$ cat src/hdl/cor_pkg.sv
// Package with the types and constants that the circle octant rasterizer files share.
`default_nettype none
package cor_pkg;

   localparam int IMG_WIDTH  = 1024;
   localparam int IMG_HEIGHT = 1024;
   localparam int COORD_BITS = 12;
   localparam int PIX_BITS   = 10;

   // Differences of two coordinates, their squares and the pixel sums.
   localparam int DIFF_BITS = COORD_BITS + 1;
   localparam int MUL_BITS  = DIFF_BITS + 1;
   localparam int PROD_BITS = 2 * MUL_BITS;
   localparam int RSQ_BITS  = 2 * DIFF_BITS;
   localparam int SUM_BITS  = DIFF_BITS + 2;

   localparam logic MODE_START = 1'b0;
   localparam logic MODE_STEP  = 1'b1;

   typedef struct packed {
      logic                         mode;
      logic signed [COORD_BITS-1:0] centre_x;
      logic signed [COORD_BITS-1:0] centre_y;
      logic signed [COORD_BITS-1:0] edge_x;
      logic signed [COORD_BITS-1:0] edge_y;
   } req_type;

   typedef struct packed {
      logic [PIX_BITS-1:0] pixel_x;
      logic [PIX_BITS-1:0] pixel_y;
      logic                visible;
      logic                last_of_step;
      logic                circle_done;
   } rsp_type;

   // Commands from the controller to the datapath.
   typedef struct packed {
      logic load_start;  // capture centre and edge differences
      logic sq_x;        // square the column difference
      logic sq_y;        // square the row difference and form the squared radius
      logic load_rem;    // form R2 - x*x and arm the square root
      logic load_done;   // decide whether this column is the last one
      logic root_step;   // one square root iteration
      logic emit_adv;    // move to the next of the eight pixels
      logic finish;      // close the column step
   } cmd_type;

   typedef struct packed {
      logic active;
      logic root_last;
      logic pix_last;
   } status_type;

endpackage
`default_nettype wire

$ cat src/hdl/cor_ctrl.sv
// Controller state machine that sequences start and column-step transactions.
`default_nettype none
module cor_ctrl
   import cor_pkg::*;
(
   input  wire logic       clock,
   input  wire logic       reset,
   input  wire logic       req_valid,
   output logic            req_ready,
   input  wire logic       req_mode,
   output logic            rsp_valid,
   input  wire logic       rsp_ready,
   input  wire status_type status,
   output cmd_type         cmd
);

   typedef enum logic [6:0] {
      ST_IDLE = 7'b0000001,
      ST_SQX  = 7'b0000010,
      ST_SQY  = 7'b0000100,
      ST_XX   = 7'b0001000,
      ST_NX   = 7'b0010000,
      ST_ROOT = 7'b0100000,
      ST_EMIT = 7'b1000000
   } state_type;

   state_type state_ff;
   state_type state_in;

   assign req_ready = (state_ff == ST_IDLE);
   assign rsp_valid = (state_ff == ST_EMIT);

   always_comb begin
      state_in = state_ff;
      cmd      = '0;
      unique case (state_ff)
         ST_IDLE: begin
            if (req_valid) begin
               if (req_mode == MODE_START) begin
                  cmd.load_start = 1'b1;
                  state_in       = ST_SQX;
               end else if (status.active) begin
                  state_in = ST_XX;
               end
            end
         end
         ST_SQX: begin
            cmd.sq_x = 1'b1;
            state_in = ST_SQY;
         end
         ST_SQY: begin
            cmd.sq_y = 1'b1;
            state_in = ST_IDLE;
         end
         ST_XX: begin
            cmd.load_rem = 1'b1;
            state_in     = ST_NX;
         end
         ST_NX: begin
            cmd.load_done = 1'b1;
            state_in      = ST_ROOT;
         end
         ST_ROOT: begin
            cmd.root_step = 1'b1;
            if (status.root_last) begin
               state_in = ST_EMIT;
            end
         end
         ST_EMIT: begin
            if (rsp_ready) begin
               if (status.pix_last) begin
                  cmd.finish = 1'b1;
                  state_in   = ST_IDLE;
               end else begin
                  cmd.emit_adv = 1'b1;
               end
            end
         end
         default: begin
            state_in = ST_IDLE;
         end
      endcase
   end

   always_ff @(posedge clock) begin
      if (reset) begin
         state_ff <= ST_IDLE;
      end else begin
         state_ff <= state_in;
      end
   end

endmodule
`default_nettype wire

$ cat src/hdl/cor_dp.sv
// Datapath: circle state, shared squarer, bit-pair square root and pixel generation.
`default_nettype none
module cor_dp
   import cor_pkg::*;
(
   input  wire logic    clock,
   input  wire logic    reset,
   input  wire cmd_type cmd,
   input  wire req_type req_data,
   output status_type   status,
   output rsp_type      rsp_data
);

   logic signed [COORD_BITS-1:0] centre_col_ff;
   logic signed [COORD_BITS-1:0] centre_row_ff;
   logic signed [DIFF_BITS-1:0]  dx_ff;
   logic signed [DIFF_BITS-1:0]  dy_ff;
   logic [RSQ_BITS-1:0]          acc_ff;
   logic [RSQ_BITS-1:0]          radius_squared_ff;
   logic [DIFF_BITS-1:0]         column_index_ff;
   logic                         active_ff;
   logic [RSQ_BITS-1:0]          rem_ff;
   logic [RSQ_BITS-1:0]          root_ff;
   logic [RSQ_BITS-1:0]          bit_ff;
   logic                         done_ff;
   logic [2:0]                   pix_idx_ff;

   logic signed [MUL_BITS-1:0]   mul_op;
   logic signed [PROD_BITS-1:0]  prod_full;
   logic [RSQ_BITS-1:0]          prod;
   logic [RSQ_BITS-1:0]          sq_sum;
   logic [RSQ_BITS:0]            trial;
   logic [DIFF_BITS-1:0]         row_offset;
   logic [DIFF_BITS-1:0]         off_a;
   logic [DIFF_BITS-1:0]         off_b;
   logic signed [SUM_BITS-1:0]   col;
   logic signed [SUM_BITS-1:0]   row;
   logic                         vis;

   // One squarer serves both radius terms and both column terms.
   always_comb begin
      if (cmd.sq_x) begin
         mul_op = MUL_BITS'(dx_ff);
      end else if (cmd.sq_y) begin
         mul_op = MUL_BITS'(dy_ff);
      end else if (cmd.load_rem) begin
         mul_op = $signed({1'b0, column_index_ff});
      end else begin
         mul_op = $signed({1'b0, column_index_ff} + MUL_BITS'(1));
      end
   end

   assign prod_full = mul_op * mul_op;
   assign prod      = prod_full[RSQ_BITS-1:0];
   assign sq_sum    = acc_ff + prod;
   assign trial     = {1'b0, root_ff} + {1'b0, bit_ff};

   assign row_offset = root_ff[DIFF_BITS-1:0];

   // Bit 2 swaps the roles of x and y, bit 0 mirrors the column, bit 1 the row.
   assign off_a = pix_idx_ff[2] ? row_offset : column_index_ff;
   assign off_b = pix_idx_ff[2] ? column_index_ff : row_offset;

   always_comb begin
      if (pix_idx_ff[0]) begin
         col = SUM_BITS'(centre_col_ff) - $signed({2'b00, off_a});
      end else begin
         col = SUM_BITS'(centre_col_ff) + $signed({2'b00, off_a});
      end
      if (pix_idx_ff[1]) begin
         row = SUM_BITS'(centre_row_ff) - $signed({2'b00, off_b});
      end else begin
         row = SUM_BITS'(centre_row_ff) + $signed({2'b00, off_b});
      end
   end

   assign vis = (col >= 0) && (row >= 0) &&
                (col < SUM_BITS'(IMG_WIDTH)) && (row < SUM_BITS'(IMG_HEIGHT));

   assign rsp_data.pixel_x      = vis ? col[PIX_BITS-1:0] : '0;
   assign rsp_data.pixel_y      = vis ? row[PIX_BITS-1:0] : '0;
   assign rsp_data.visible      = vis;
   assign rsp_data.last_of_step = (pix_idx_ff == 3'd7);
   assign rsp_data.circle_done  = done_ff;

   assign status.active    = active_ff;
   assign status.root_last = bit_ff[0];
   assign status.pix_last  = (pix_idx_ff == 3'd7);

   always_ff @(posedge clock) begin
      if (reset) begin
         centre_col_ff     <= '0;
         centre_row_ff     <= '0;
         radius_squared_ff <= '0;
         column_index_ff   <= '0;
         root_ff           <= '0;
         active_ff         <= 1'b0;
      end else begin
         if (cmd.load_start) begin
            centre_col_ff   <= req_data.centre_x;
            centre_row_ff   <= req_data.centre_y;
            column_index_ff <= '0;
            root_ff         <= '0;
            active_ff       <= 1'b0;
         end
         if (cmd.sq_y) begin
            radius_squared_ff <= sq_sum;
            active_ff         <= (sq_sum != '0);
         end
         if (cmd.load_rem) begin
            root_ff <= '0;
         end
         if (cmd.root_step) begin
            if ({1'b0, rem_ff} >= trial) begin
               root_ff <= (root_ff >> 1) + bit_ff;
            end else begin
               root_ff <= root_ff >> 1;
            end
         end
         if (cmd.finish) begin
            if (done_ff) begin
               active_ff <= 1'b0;
            end else begin
               column_index_ff <= column_index_ff + DIFF_BITS'(1);
            end
         end
      end
   end

   always_ff @(posedge clock) begin
      if (cmd.load_start) begin
         dx_ff <= DIFF_BITS'(req_data.edge_x) - DIFF_BITS'(req_data.centre_x);
         dy_ff <= DIFF_BITS'(req_data.edge_y) - DIFF_BITS'(req_data.centre_y);
      end
      if (cmd.sq_x) begin
         acc_ff <= prod;
      end
      if (cmd.load_rem) begin
         rem_ff     <= radius_squared_ff - prod;
         bit_ff     <= RSQ_BITS'(1) << (RSQ_BITS - 2);
         pix_idx_ff <= 3'd0;
      end
      if (cmd.load_done) begin
         done_ff <= {prod, 1'b0} >= {1'b0, radius_squared_ff};
      end
      if (cmd.root_step) begin
         if ({1'b0, rem_ff} >= trial) begin
            rem_ff <= rem_ff - trial[RSQ_BITS-1:0];
         end
         bit_ff <= bit_ff >> 2;
      end
      if (cmd.emit_adv) begin
         pix_idx_ff <= pix_idx_ff + 3'd1;
      end
   end

endmodule
`default_nettype wire

$ cat src/hdl/circle_octant_rasterizer.sv
// Top level of the circle octant rasterizer: controller plus datapath.
//
//   channel | direction | handshake              | payload
//   req     | in        | req_valid / req_ready  | req_data (req_type)
//   rsp     | out       | rsp_valid / rsp_ready  | rsp_data (rsp_type)
//
// A start transaction captures the request, then makes two passes of the shared squarer.
// A column step after acceptance makes two squarer passes, one square root iteration
// per result bit pair, then emits one pixel per cycle while rsp_ready.
// A step with no circle in progress is accepted and yields nothing.
// Synchronous reset returns the controller to idle and clears the circle state.
// A stall on rsp holds the current pixel; no request is taken until the step ends.
`default_nettype none
module circle_octant_rasterizer
   import cor_pkg::*;
(
   input  wire logic    clock,
   input  wire logic    reset,
   input  wire logic    req_valid,
   output logic         req_ready,
   input  wire req_type req_data,
   output logic         rsp_valid,
   input  wire logic    rsp_ready,
   output rsp_type      rsp_data
);

   cmd_type    cmd;
   status_type status;

   cor_ctrl u_ctrl (
      .clock     (clock),
      .reset     (reset),
      .req_valid (req_valid),
      .req_ready (req_ready),
      .req_mode  (req_data.mode),
      .rsp_valid (rsp_valid),
      .rsp_ready (rsp_ready),
      .status    (status),
      .cmd       (cmd)
   );

   cor_dp u_dp (
      .clock    (clock),
      .reset    (reset),
      .cmd      (cmd),
      .req_data (req_data),
      .status   (status),
      .rsp_data (rsp_data)
   );

endmodule
`default_nettype wire

$ cat config.mk
export PLATFORM = sky130hd
export DESIGN_NAME = circle_octant_rasterizer
export DESIGN_NICKNAME = d
export VERILOG_FILES = /design/src/hdl/cor_pkg.sv /design/src/hdl/cor_ctrl.sv /design/src/hdl/cor_dp.sv /design/src/hdl/circle_octant_rasterizer.sv
export SDC_FILE = /design/constraint.sdc
export NUM_CORES = 1
export LEC_CHECK = 0
export BUFFER_PORTS_ARGS = -buffer_cell sky130_fd_sc_hd__buf_2
export CAP_MARGIN = 15
export CORE_UTILIZATION = 46
export DETAILED_ROUTE_END_ITERATION = 6
export PLACE_DENSITY = 0.6
export SETUP_SLACK_MARGIN = 0.1
export SYNTH_ARGS = -nofsm -noshare
export SYNTH_HDL_FRONTEND = slang
export SYNTH_HIERARCHICAL = 1
export SYNTH_SLANG_ARGS = --single-unit
$ cat constraint.sdc
create_clock -name clock -period 9.2 [get_ports clock]
set_clock_uncertainty 0.1 [all_clocks]
set_input_delay 1.38 -clock clock [delete_from_list [all_inputs] [get_ports clock]]
set_output_delay 1.38 -clock clock [all_outputs]
set_load 0.01 [all_outputs]
==> flow_metrics.tcl, run 1 <==
set metrics [dict create \
    drc 0 \
    arrival_ns 9.28 \
    slew_headroom_pct 28.2 \
    hold_path_class "flop to flop" \
    grt_antenna_before_repair 0 \
    grt_max_degree 74 \
    crit_path_max_incr_delay_ns 0.52 \
    grt_pass1_wl_mm 97.6 \
    min_period_ns 9.01 \
    drt-total-wl_mm 61.3 \
    wl_per_cell_um 17.3 \
    placed_cell_area_mm2 0.0250 \
    drtIter0Drc 1237 \
    fp.dieW_um 224 \
    gp_congestion 0.954 \
    crit_family "adder cells" \
    r2r_end "u_dp/rem_ff[25]" \
    rrSetupSlack_ns 0.19 \
    swShare_pct 29.6 \
    place_inst 3466 \
    leakage_nw 12.2 \
    ys_types 83 \
    globalRouteMet1Util_pct 33.3 \
    final_hold_viol_count 0 \
    clock.fmax_ghz 0.111 \
    ys.flop_type "dfxtp_1" \
    initial_core_util_pct 47.0 \
    setup_viol 0 \
    rsz0062_at_grt "true" \
    cap_violations 0 \
    rr_worst_depth 43 \
    p_int_w 0.00148 \
    clk_latency_ns 0.50 \
    die_y_um 224 \
    peakVddDrop_uv 127 \
    ys_seq_area_share_pct 19.9 \
    seq_power_share_pct 43.3 \
    final_nets 3376 \
    async_flop_share_pct 0 \
    final_cell_mix "inv_1 (332), nor2_1 (293), ha_1 (223)" \
    top_usage_layer "met2" \
    syn_area_mm2 0.0226 \
    min_to "u_dp/radius_squared_ff[25]" \
    fin_cells 3536 \
    syn_area_per_cell_um2 8.47 \
    min_from "u_dp/radius_squared_ff[25]" \
    design.core.area_mm2 0.0480 \
    htree_num_levels 4 \
    p_clk_share_pct 38.2 \
    syn-num-nets 3134 \
    cellPowerDensity_mw_per_mm2 78.3 \
    cp_max_fo 5 \
    track_usage_pct 24.8 \
    synthCells 2665 \
    cts_sinks 191 \
    cts_hold_buf 0 \
    ys_warn_count 6 \
    regToRegStartpoint "u_ctrl/state_ff[6]" \
    io_pins 78 \
    critPathCaptureType "flop" \
    critical_path_class "flop to flop" \
    gr-total-overflow 0 \
    hold_depth 2 \
    p_switching_w 0.000621 \
    power_w 0.00210 \
    clk_path_buf_depth 2 \
    path_clk_slew_ns 0.08 \
    grtUsageMet2_pct 42.0 \
    drt_first_pass_iters 5 \
    cts_tree "done" \
    drv_slew 0 \
    ys_seq_elements 191 \
    vias_per_cell 5.41 \
    clock-root-buffer "clkbuf_16" \
    grt_pass1_vias 18840 \
    cp-start-kind "flop" \
    ant_nets 0 \
    crit_start "u_ctrl/state_ff[6]" \
    grtUsageMet3_pct 2.91 \
    hpwl_mm 49.3 \
    path_buf_inv 15 \
    synth_edf_count 67 \
    post-route-period-util_pct 97.9 \
    tightest_slew_ns 1.08 \
    cts_buffers 17 \
    cp.required_ns 9.47 \
    pwr-share-comb_pct 18.5 \
    outcome "complete, no violations" \
    die_area_mm2 0.0500 \
    area_delta_synth_final_pct 18.6 \
    design_area_mm2 0.0268 \
    rows 80 \
    cpMaxStageDelayCell "fa_1" \
    drive_gt1_share_pct 18.8 \
    io_buffer_count 77 \
    final_common_cell "inv_1" \
    vias 19124 \
]
## repair_timing
action	CTS	global route
buffers inserted	16	21
cloned	1	0
setup endpoints to repair	7	17
gates resized for setup	48	141
hold endpoints to repair	0	0
pin swaps	37	96
## area by class of cell
type | count | area (um^2)
fill | 4349 | 21300
multi-input combinational | 2034 | 17300
sequential | 191 | 4500
timing repair buffer | 310 | 2220
inverter | 353 | 1350
tap | 615 | 769
clock buffer | 17 | 425
clock inverter | 15 | 183
antenna | 1 | 2.50
## sequential cells by signal, summed over array words and instances, names as in the netlist, 3 cells and up
signal	count
u_dp/dx_ff	13
u_ctrl/state_ff	7
u_dp/bit_ff	13
u_dp/rem_ff	26
u_dp/dy_ff	13
u_dp/acc_ff	25
u_dp/centre_col_ff	12
u_dp/radius_squared_ff	26
u_dp/column_index_ff	13
u_dp/root_ff	26
u_dp/pix_idx_ff	3
u_dp/centre_row_ff	12
## cells in the mapped netlist (7+ instances only)
cell type | number | share of area, %
a21o_1 | 56 | 1.9
a21boi_0 | 14 | 0.47
xnor2_1 | 115 | 4.5
dfxtp_1 | 124 | 11
nor4_1 | 7 | 0.19
nand3_1 | 30 | 0.67
o21bai_1 | 18 | 0.60
nor2_1 | 314 | 5.2
and2_1 | 23 | 0.64
o21a_1 | 24 | 0.80
mux2i_1 | 104 | 4.6
a21oi_1 | 145 | 3.2
nor3_1 | 68 | 1.5
a211oi_1 | 17 | 0.57
buf_1 | 11 | 0.18
a211o_1 | 9 | 0.35
fa_1 | 169 | 15
a31oi_1 | 33 | 0.91
o31a_1 | 9 | 0.35
o211ai_1 | 9 | 0.30
nand2b_1 | 34 | 0.94
clkbuf_1 | 58 | 0.96
ha_1 | 247 | 14
or3_1 | 10 | 0.28
buf_2 | 12 | 0.27
edfxtp_1 | 67 | 8.9
nand2_1 | 166 | 2.8
and3_1 | 25 | 0.69
inv_1 | 349 | 5.8
or2_2 | 16 | 0.44
xor2_1 | 98 | 3.8
nand4_1 | 16 | 0.44
nor2b_1 | 32 | 0.89
o21ai_0 | 117 | 2.6
nor3b_1 | 10 | 0.33
a31o_2 | 7 | 0.27
o31ai_1 | 9 | 0.30
## worst max path at each step
| stage | endpoint | slack, ns | cells after the start |
|---|---|---|---|
| after floorplan | u_dp/active_ff | 0.11 | 37 |
| after global placement | u_dp/done_ff | -0.03 | 41 |
| after detailed placement | u_dp/done_ff | -0.18 | 37 |
| after CTS | u_dp/rem_ff[24] | 0.08 | 43 |
| after global routing | u_dp/rem_ff[24] | -0.10 | 41 |
| final | u_dp/rem_ff[25] | 0.19 | 43 |
## power by group through the flow
stage / clock network (W) / logic, W / registers [W]
after detailed placement: 0 / 0.000365 / 0.000927
after floorplan: 0 / 0.000249 / 0.000922
after global routing: 0.000850 / 0.000428 / 0.000909
final: 0.000801 / 0.000388 / 0.000907
after CTS: 0.000818 / 0.000373 / 0.000907
after global placement: 0 / 0.000359 / 0.000927
## worst reg2reg max path: cells and delay by family (launching register included)
family / cells / cell delay (ns)
adder cells (fa/ha/maj): 8 / 3.52
buffers and inverters: 15 / 1.80
AND/OR/NAND/NOR: 11 / 1.66
AO/OA/AOI/OAI: 6 / 1.02
XOR/XNOR: 3 / 0.44
flip-flops: 1 / 0.33
## kinds of logic after synthesis
kind of cell | count (synthesis) | synth area share [%]
simple gates | 778 | 16.2
compound gates | 516 | 14.5
buf+inv | 440 | 7.48
fa+ha+maj | 416 | 28.7
xor+xnor | 214 | 8.36
flops | 191 | 19.9
mux | 110 | 4.91
## metrics by stage
| step | setup WS (ns) | utilization, % | hold WS [ns] | TNS [ns] |
|---|---|---|---|---|
| final | 0.194 | 55.7 | 0.410 | 0 |
| after global routing | -0.104 | 55.7 | 0.414 | -0.418 |
| after CTS | 0.0828 | 54.1 | 0.402 | 0 |
| after detailed placement | -0.184 | 52.1 | 0.390 | -0.436 |
| after global placement | -0.0344 | 52.1 | 0.383 | -0.0344 |
| after floorplan | 0.106 | - | 0.358 | 0 |
## per-layer routing
metal / share of wire (%) / up-vias / routed length, um
li1: - / 9497 / -
met1: 46 / 9207 / 28200
met2: 49 / 367 / 29800
met3: 3.8 / 53 / 2310
met4: 1.7 / 0 / 1020
met5: 0 / - / 0
(Power assumes the default switching activity.)
==> run 2, diff against run 1 <==
--- a/config.mk
+++ b/config.mk
@@ -8,3 +8,2 @@
 export BUFFER_PORTS_ARGS = -buffer_cell sky130_fd_sc_hd__buf_2
-export CAP_MARGIN = 15
 export CORE_UTILIZATION = 46
==> constraint.sdc (replaced) <==
create_clock -name clock -period 9.2 [get_ports clock]
set_clock_uncertainty 0.1 [all_clocks]
set_input_delay 2.76 -clock clock [delete_from_list [all_inputs] [get_ports clock]]
set_output_delay 2.76 -clock clock [all_outputs]
set_load 0.01 [all_outputs]
==> flow_metrics.tcl, run 2 (synthesis gave the netlist of run 1 again) <==
set metrics [dict create \
    antenna_cells 0 \
    clk_path_buf_depth 2 \
    place_inst 3461 \
    final_common_cell "inv_1" \
    grt_max_degree 74 \
    vias_per_cell 5.42 \
    critPathCaptureType "flop" \
    initial_core_util_pct 47.0 \
    rr_worst_depth 39 \
    die_y_um 224 \
    crit_path_frequent_cell "fa_1" \
    fin_cells 3549 \
    min_from "u_dp/radius_squared_ff[8]" \
    cp-start-kind "flop" \
    area_delta_synth_final_pct 19.5 \
    r2r_end "u_dp/radius_squared_ff[25]" \
    crit_family "adder cells" \
    cp.required_ns 9.44 \
    rsz0062_at_grt "true" \
    setup_viol 0 \
    outcome "complete, no violations" \
    cts_hold_buf 0 \
    crit_path_max_incr_delay_ns 0.54 \
    critical_path_class "flop to flop" \
    cap_violations 0 \
    drt_first_pass_iters 7 \
    clk_latency_ns 0.50 \
    cp_max_fo 6 \
    design.core.area_mm2 0.0480 \
    clock.fmax_ghz 0.111 \
    post-route-period-util_pct 98.2 \
    die_area_mm2 0.0500 \
    crit_start "u_ctrl/state_ff[0]" \
    regToRegStartpoint "u_ctrl/state_ff[0]" \
    largest_registers "u_dp/radius_squared_ff x26, u_dp/rem_ff x26, u_dp/root_ff x26" \
    gp_congestion 0.942 \
    peakVddDrop_uv 141 \
    fillers 4422 \
    final_cell_mix "inv_1 (326), nor2_1 (288), buf_4 (224)" \
    hpwl_mm 49.4 \
    final_hold_viol_count 0 \
    rrSetupSlack_ns 0.16 \
    clock-root-buffer "clkbuf_16" \
    min_period_ns 9.04 \
    cts_buffers 17 \
    drive_gt1_share_pct 20.1 \
    drc 0 \
    io_pins 78 \
    wl_per_cell_um 17.5 \
    htree_num_levels 4 \
    gr-total-overflow 0 \
    cts_tree "done" \
    grt_antenna_before_repair 1 \
    slew_headroom_pct 28.2 \
    final_nets 3390 \
    drt-total-wl_mm 62.2 \
    cts_sinks 191 \
    rows 80 \
    cpMaxStageDelayCell "fa_1" \
    min_to "u_dp/radius_squared_ff[8]" \
    path_buf_inv 10 \
    fp.dieW_um 224 \
    hold_path_class "flop to flop" \
    cellPowerDensity_mw_per_mm2 76.5 \
    power_w 0.00206 \
    hold_slack_ns 0.399 \
    track_usage_pct 24.9 \
    tightest_slew_ns 1.08 \
    drv_slew 0 \
    ant_nets 0 \
    grt_pass1_wl_mm 98.6 \
    io_buffer_count 77 \
    vias 19218 \
    arrival_ns 9.28 \
    hold_depth 2 \
    leakage_nw 12.3 \
    grt_pass1_vias 19201 \
    drtIter0Drc 1163 \
    path_clk_slew_ns 0.08 \
]
==> run 2: cell count changes in the layout (fill, tap and decap cells not counted), sizes merged <==
cell | previous run | this run
diode | 1 | 0
bufinv | 2 | 1
clkbuf | 17 | 19
inv | 353 | 355
clkinvlp | 7 | 4
buf | 310 | 324
==> run 2: how the worst max path moves through the flow <==
stage | endpoint | slack [ns] | cells past startpoint
floorplan | u_dp/active_ff | 0.11 | 37
global placement | u_dp/done_ff | -0.09 | 36
detailed placement | u_dp/done_ff | -0.27 | 39
CTS | u_dp/active_ff | 0.09 | 41
global route | u_dp/active_ff | -0.20 | 39
finish | u_dp/radius_squared_ff[25] | 0.16 | 39
==> run 2: repair_timing <==
action | CTS | global route
buffers inserted | 22 | 35
pin swaps | 60 | 153
gates cloned | 0 | 0
endpoints found under the setup margin | 9 | 17
resized for setup | 59 | 179
==> run 2: layer usage <==
metal / wire [um] / GRT usage (%) / share of wire (%) / up-vias
met4: 1710 / 8.64 / 2.7 / 0
li1: - / - / - / 9488
met2: 29700 / 41.2 / 48 / 375
met3: 2420 / 3.25 / 3.9 / 94
met5: 0 / 0 / 0 / -
met1: 28400 / 33.5 / 46 / 9261
==> run 2: cell type report <==
| class | count | area (um^2) | share of cell area [%] |
|---|---|---|---|
| inverters | 353 | 1350 | 4.99 |
| flip-flops and latches | 191 | 4500 | 16.7 |
| multi-input cells | 2034 | 17400 | 64.6 |
| repair buffers | 324 | 2360 | 8.73 |
| clock buffers | 19 | 443 | 1.64 |
| clock inverters | 13 | 129 | 0.478 |
| well taps | 615 | 769 | 2.85 |
==> run 2: power by group <==
part	switching, W	total [W]	internal [W]
clock network	0.000379	0.000765	0.000386
registers	0.0000127	0.000909	0.000896
logic	0.000218	0.000391	0.000173
==> run 2: through the flow <==
step                      setup TNS (ns)  utilization, %  setup WS, ns  area (um^2)
final                                  0            56.2         0.162        27000
after global routing              -0.791            56.2        -0.202        27000
after CTS                              0            54.0        0.0922        25900
after detailed placement          -0.798            51.9        -0.269        25000
after global placement           -0.0920            51.9       -0.0920        25000
after floorplan                        0               -         0.106        22700
==> run 2: worst register-to-register path: cells and delay by family, from the launching register on <==
| family | cells | cell delay, ns |
|---|---|---|
| adders and majority gates | 8 | 3.33 |
| buffers and inverters | 10 | 1.08 |
| xor gates and xnor gates | 3 | 0.47 |
| AOI/OAI and AO/OA | 9 | 1.92 |
| DFF | 1 | 0.33 |
| and+or+nand+nor | 9 | 1.69 |
==> run 3, diff against run 2 <==
--- a/constraint.sdc
+++ b/constraint.sdc
@@ -4,2 +4,2 @@
 set_output_delay 2.76 -clock clock [all_outputs]
-set_load 0.01 [all_outputs]
+set_load 0.1 [all_outputs]
==> flow_metrics.tcl, run 3 (synthesis gave the netlist of run 1 again) <==
set metrics [dict create \
    outcome "complete, no violations" \
    vias 19415 \
    arrival_ns 9.46 \
    cp.required_ns 9.52 \
    htree_num_levels 4 \
    post-route-period-util_pct 99.4 \
    cp_max_fo 5 \
    vias_per_cell 5.43 \
    drt-total-wl_mm 62.1 \
    drv_slew 0 \
    fp.dieW_um 224 \
    io_buffer_count 77 \
    cap_violations 0 \
    clk_latency_ns 0.50 \
    grt_pass1_vias 19087 \
    gr-total-overflow 0 \
    gp_congestion 0.931 \
    cp-start-kind "flop" \
    drtIter0Drc 1125 \
    cts_sinks 191 \
    grt_max_degree 74 \
    area_delta_synth_final_pct 19.8 \
    track_usage_pct 24.8 \
    crit_path_max_incr_delay_ns 0.54 \
    drc 0 \
    rows 80 \
    wl_per_cell_um 17.4 \
    placed_cell_area_mm2 0.0252 \
    cts_buffers 17 \
    design.core.area_mm2 0.0480 \
    antenna_cells 0 \
    largest_registers "u_dp/radius_squared_ff x26, u_dp/rem_ff x26, u_dp/root_ff x26" \
    setup_viol 0 \
    slew_headroom_pct 32.9 \
    critical_path_class "flop to flop" \
    drt_first_pass_iters 6 \
    die_y_um 224 \
    ant_nets 0 \
    clock-root-buffer "clkbuf_16" \
    crit_path_frequent_cell "fa_1" \
    hold_path_class "flop to flop" \
    path_clk_slew_ns 0.08 \
    design_area_mm2 0.0270 \
    hpwl_mm 49.5 \
    cts_hold_buf 0 \
    tightest_slew_ns 1.00 \
    cellPowerDensity_mw_per_mm2 77.3 \
    rsz0062_at_grt "true" \
    final_nets 3419 \
    die_area_mm2 0.0500 \
    final_cell_mix "inv_1 (328), nor2_1 (294), buf_4 (254)" \
    initial_core_util_pct 47.0 \
    final_common_cell "inv_1" \
    grt_pass1_wl_mm 98.1 \
    leakage_nw 12.5 \
    final_hold_viol_count 0 \
    grt_antenna_before_repair 0 \
    min_period_ns 9.15 \
    peakVddDrop_uv 82.9 \
    hold_slack_ns 0.400 \
    clock.fmax_ghz 0.109 \
    drive_gt1_share_pct 20.1 \
    clk_path_buf_depth 2 \
    critPathCaptureType "flop" \
    cts_tree "done" \
    io_pins 78 \
    cpMaxStageDelayCell "fa_1" \
]
## run 3: cell count changes in the layout (fill, tap and decap cells not counted), moves of 4 or more
cell | previous run | this run
a21oi_2 | 14 | 18
nor2_1 | 288 | 294
ha_1 | 222 | 227
o21ai_1 | 6 | 10
buf_4 | 224 | 254
## run 3: cell type report
class                           count  area [um^2]
Fill cell                        4418        21000
Tap cell                          615          769
Multi-Input combinational cell   2034        17300
Inverter                          353         1340
Sequential cell                   191         4500
Timing Repair Buffer              353         2560
Clock buffer                       19          443
Clock inverter                     13          149
## run 3: timing repair
action,4_1_cts,5_1_grt
gates resized for setup,52,163
pin swaps,41,108
gates cloned,0,0
setup endpoints to repair,13,17
endpoints found under the hold margin,0,0
setup buffers,16,24
## run 3: power breakdown
part	internal, W	switching, W
clock network	0.000392	0.000393
logic	0.000173	0.000226
registers	0.000896	0.0000116
total	0.00146	0.000630
## run 3: critical path, delay by kind of cell (launching register included)
kind | cells | cell delay, ns
adders and majority gates | 9 | 3.55
AOI/OAI and AO/OA | 14 | 2.63
and+or+nand+nor | 8 | 1.51
buffers and inverters | 5 | 0.48
xor gates and xnor gates | 3 | 0.42
DFF | 1 | 0.36
## run 3: per-layer routing
layer | global-route usage [%] | vias up | wire length (um)
met5 | 0 | - | 0
met4 | 7.11 | 0 | 1230
met3 | 2.99 | 73 | 2280
met2 | 42.2 | 372 | 30000
met1 | 33.1 | 9404 | 28600
li1 | - | 9566 | -
## run 3: worst paths after layout
check,from,endpoint,slack [ns],depth (start not counted)
hold / removal,u_dp/radius_squared_ff[8],u_dp/radius_squared_ff[8],0.40,2
setup reg to reg,u_dp/column_index_ff[0],u_dp/radius_squared_ff[25],0.05,39
setup / recovery,u_dp/column_index_ff[0],u_dp/radius_squared_ff[25],0.05,39
hold reg to reg,u_dp/radius_squared_ff[8],u_dp/radius_squared_ff[8],0.40,2
## run 3: metrics by stage
step	utilization [%]	setup TNS (ns)	std cells	setup WS, ns	total power (W)
global route	56.3	-1.45	3578	-0.281	0.00218
finish	56.3	0	3578	0.0529	0.00209
floorplan	-	-0.720	2665	-0.164	0.00118
CTS	54.5	0	3558	0.0765	0.00210
global placement	52.5	-0.321	3510	-0.108	0.00130
detailed placement	52.5	-1.38	3510	-0.291	0.00130
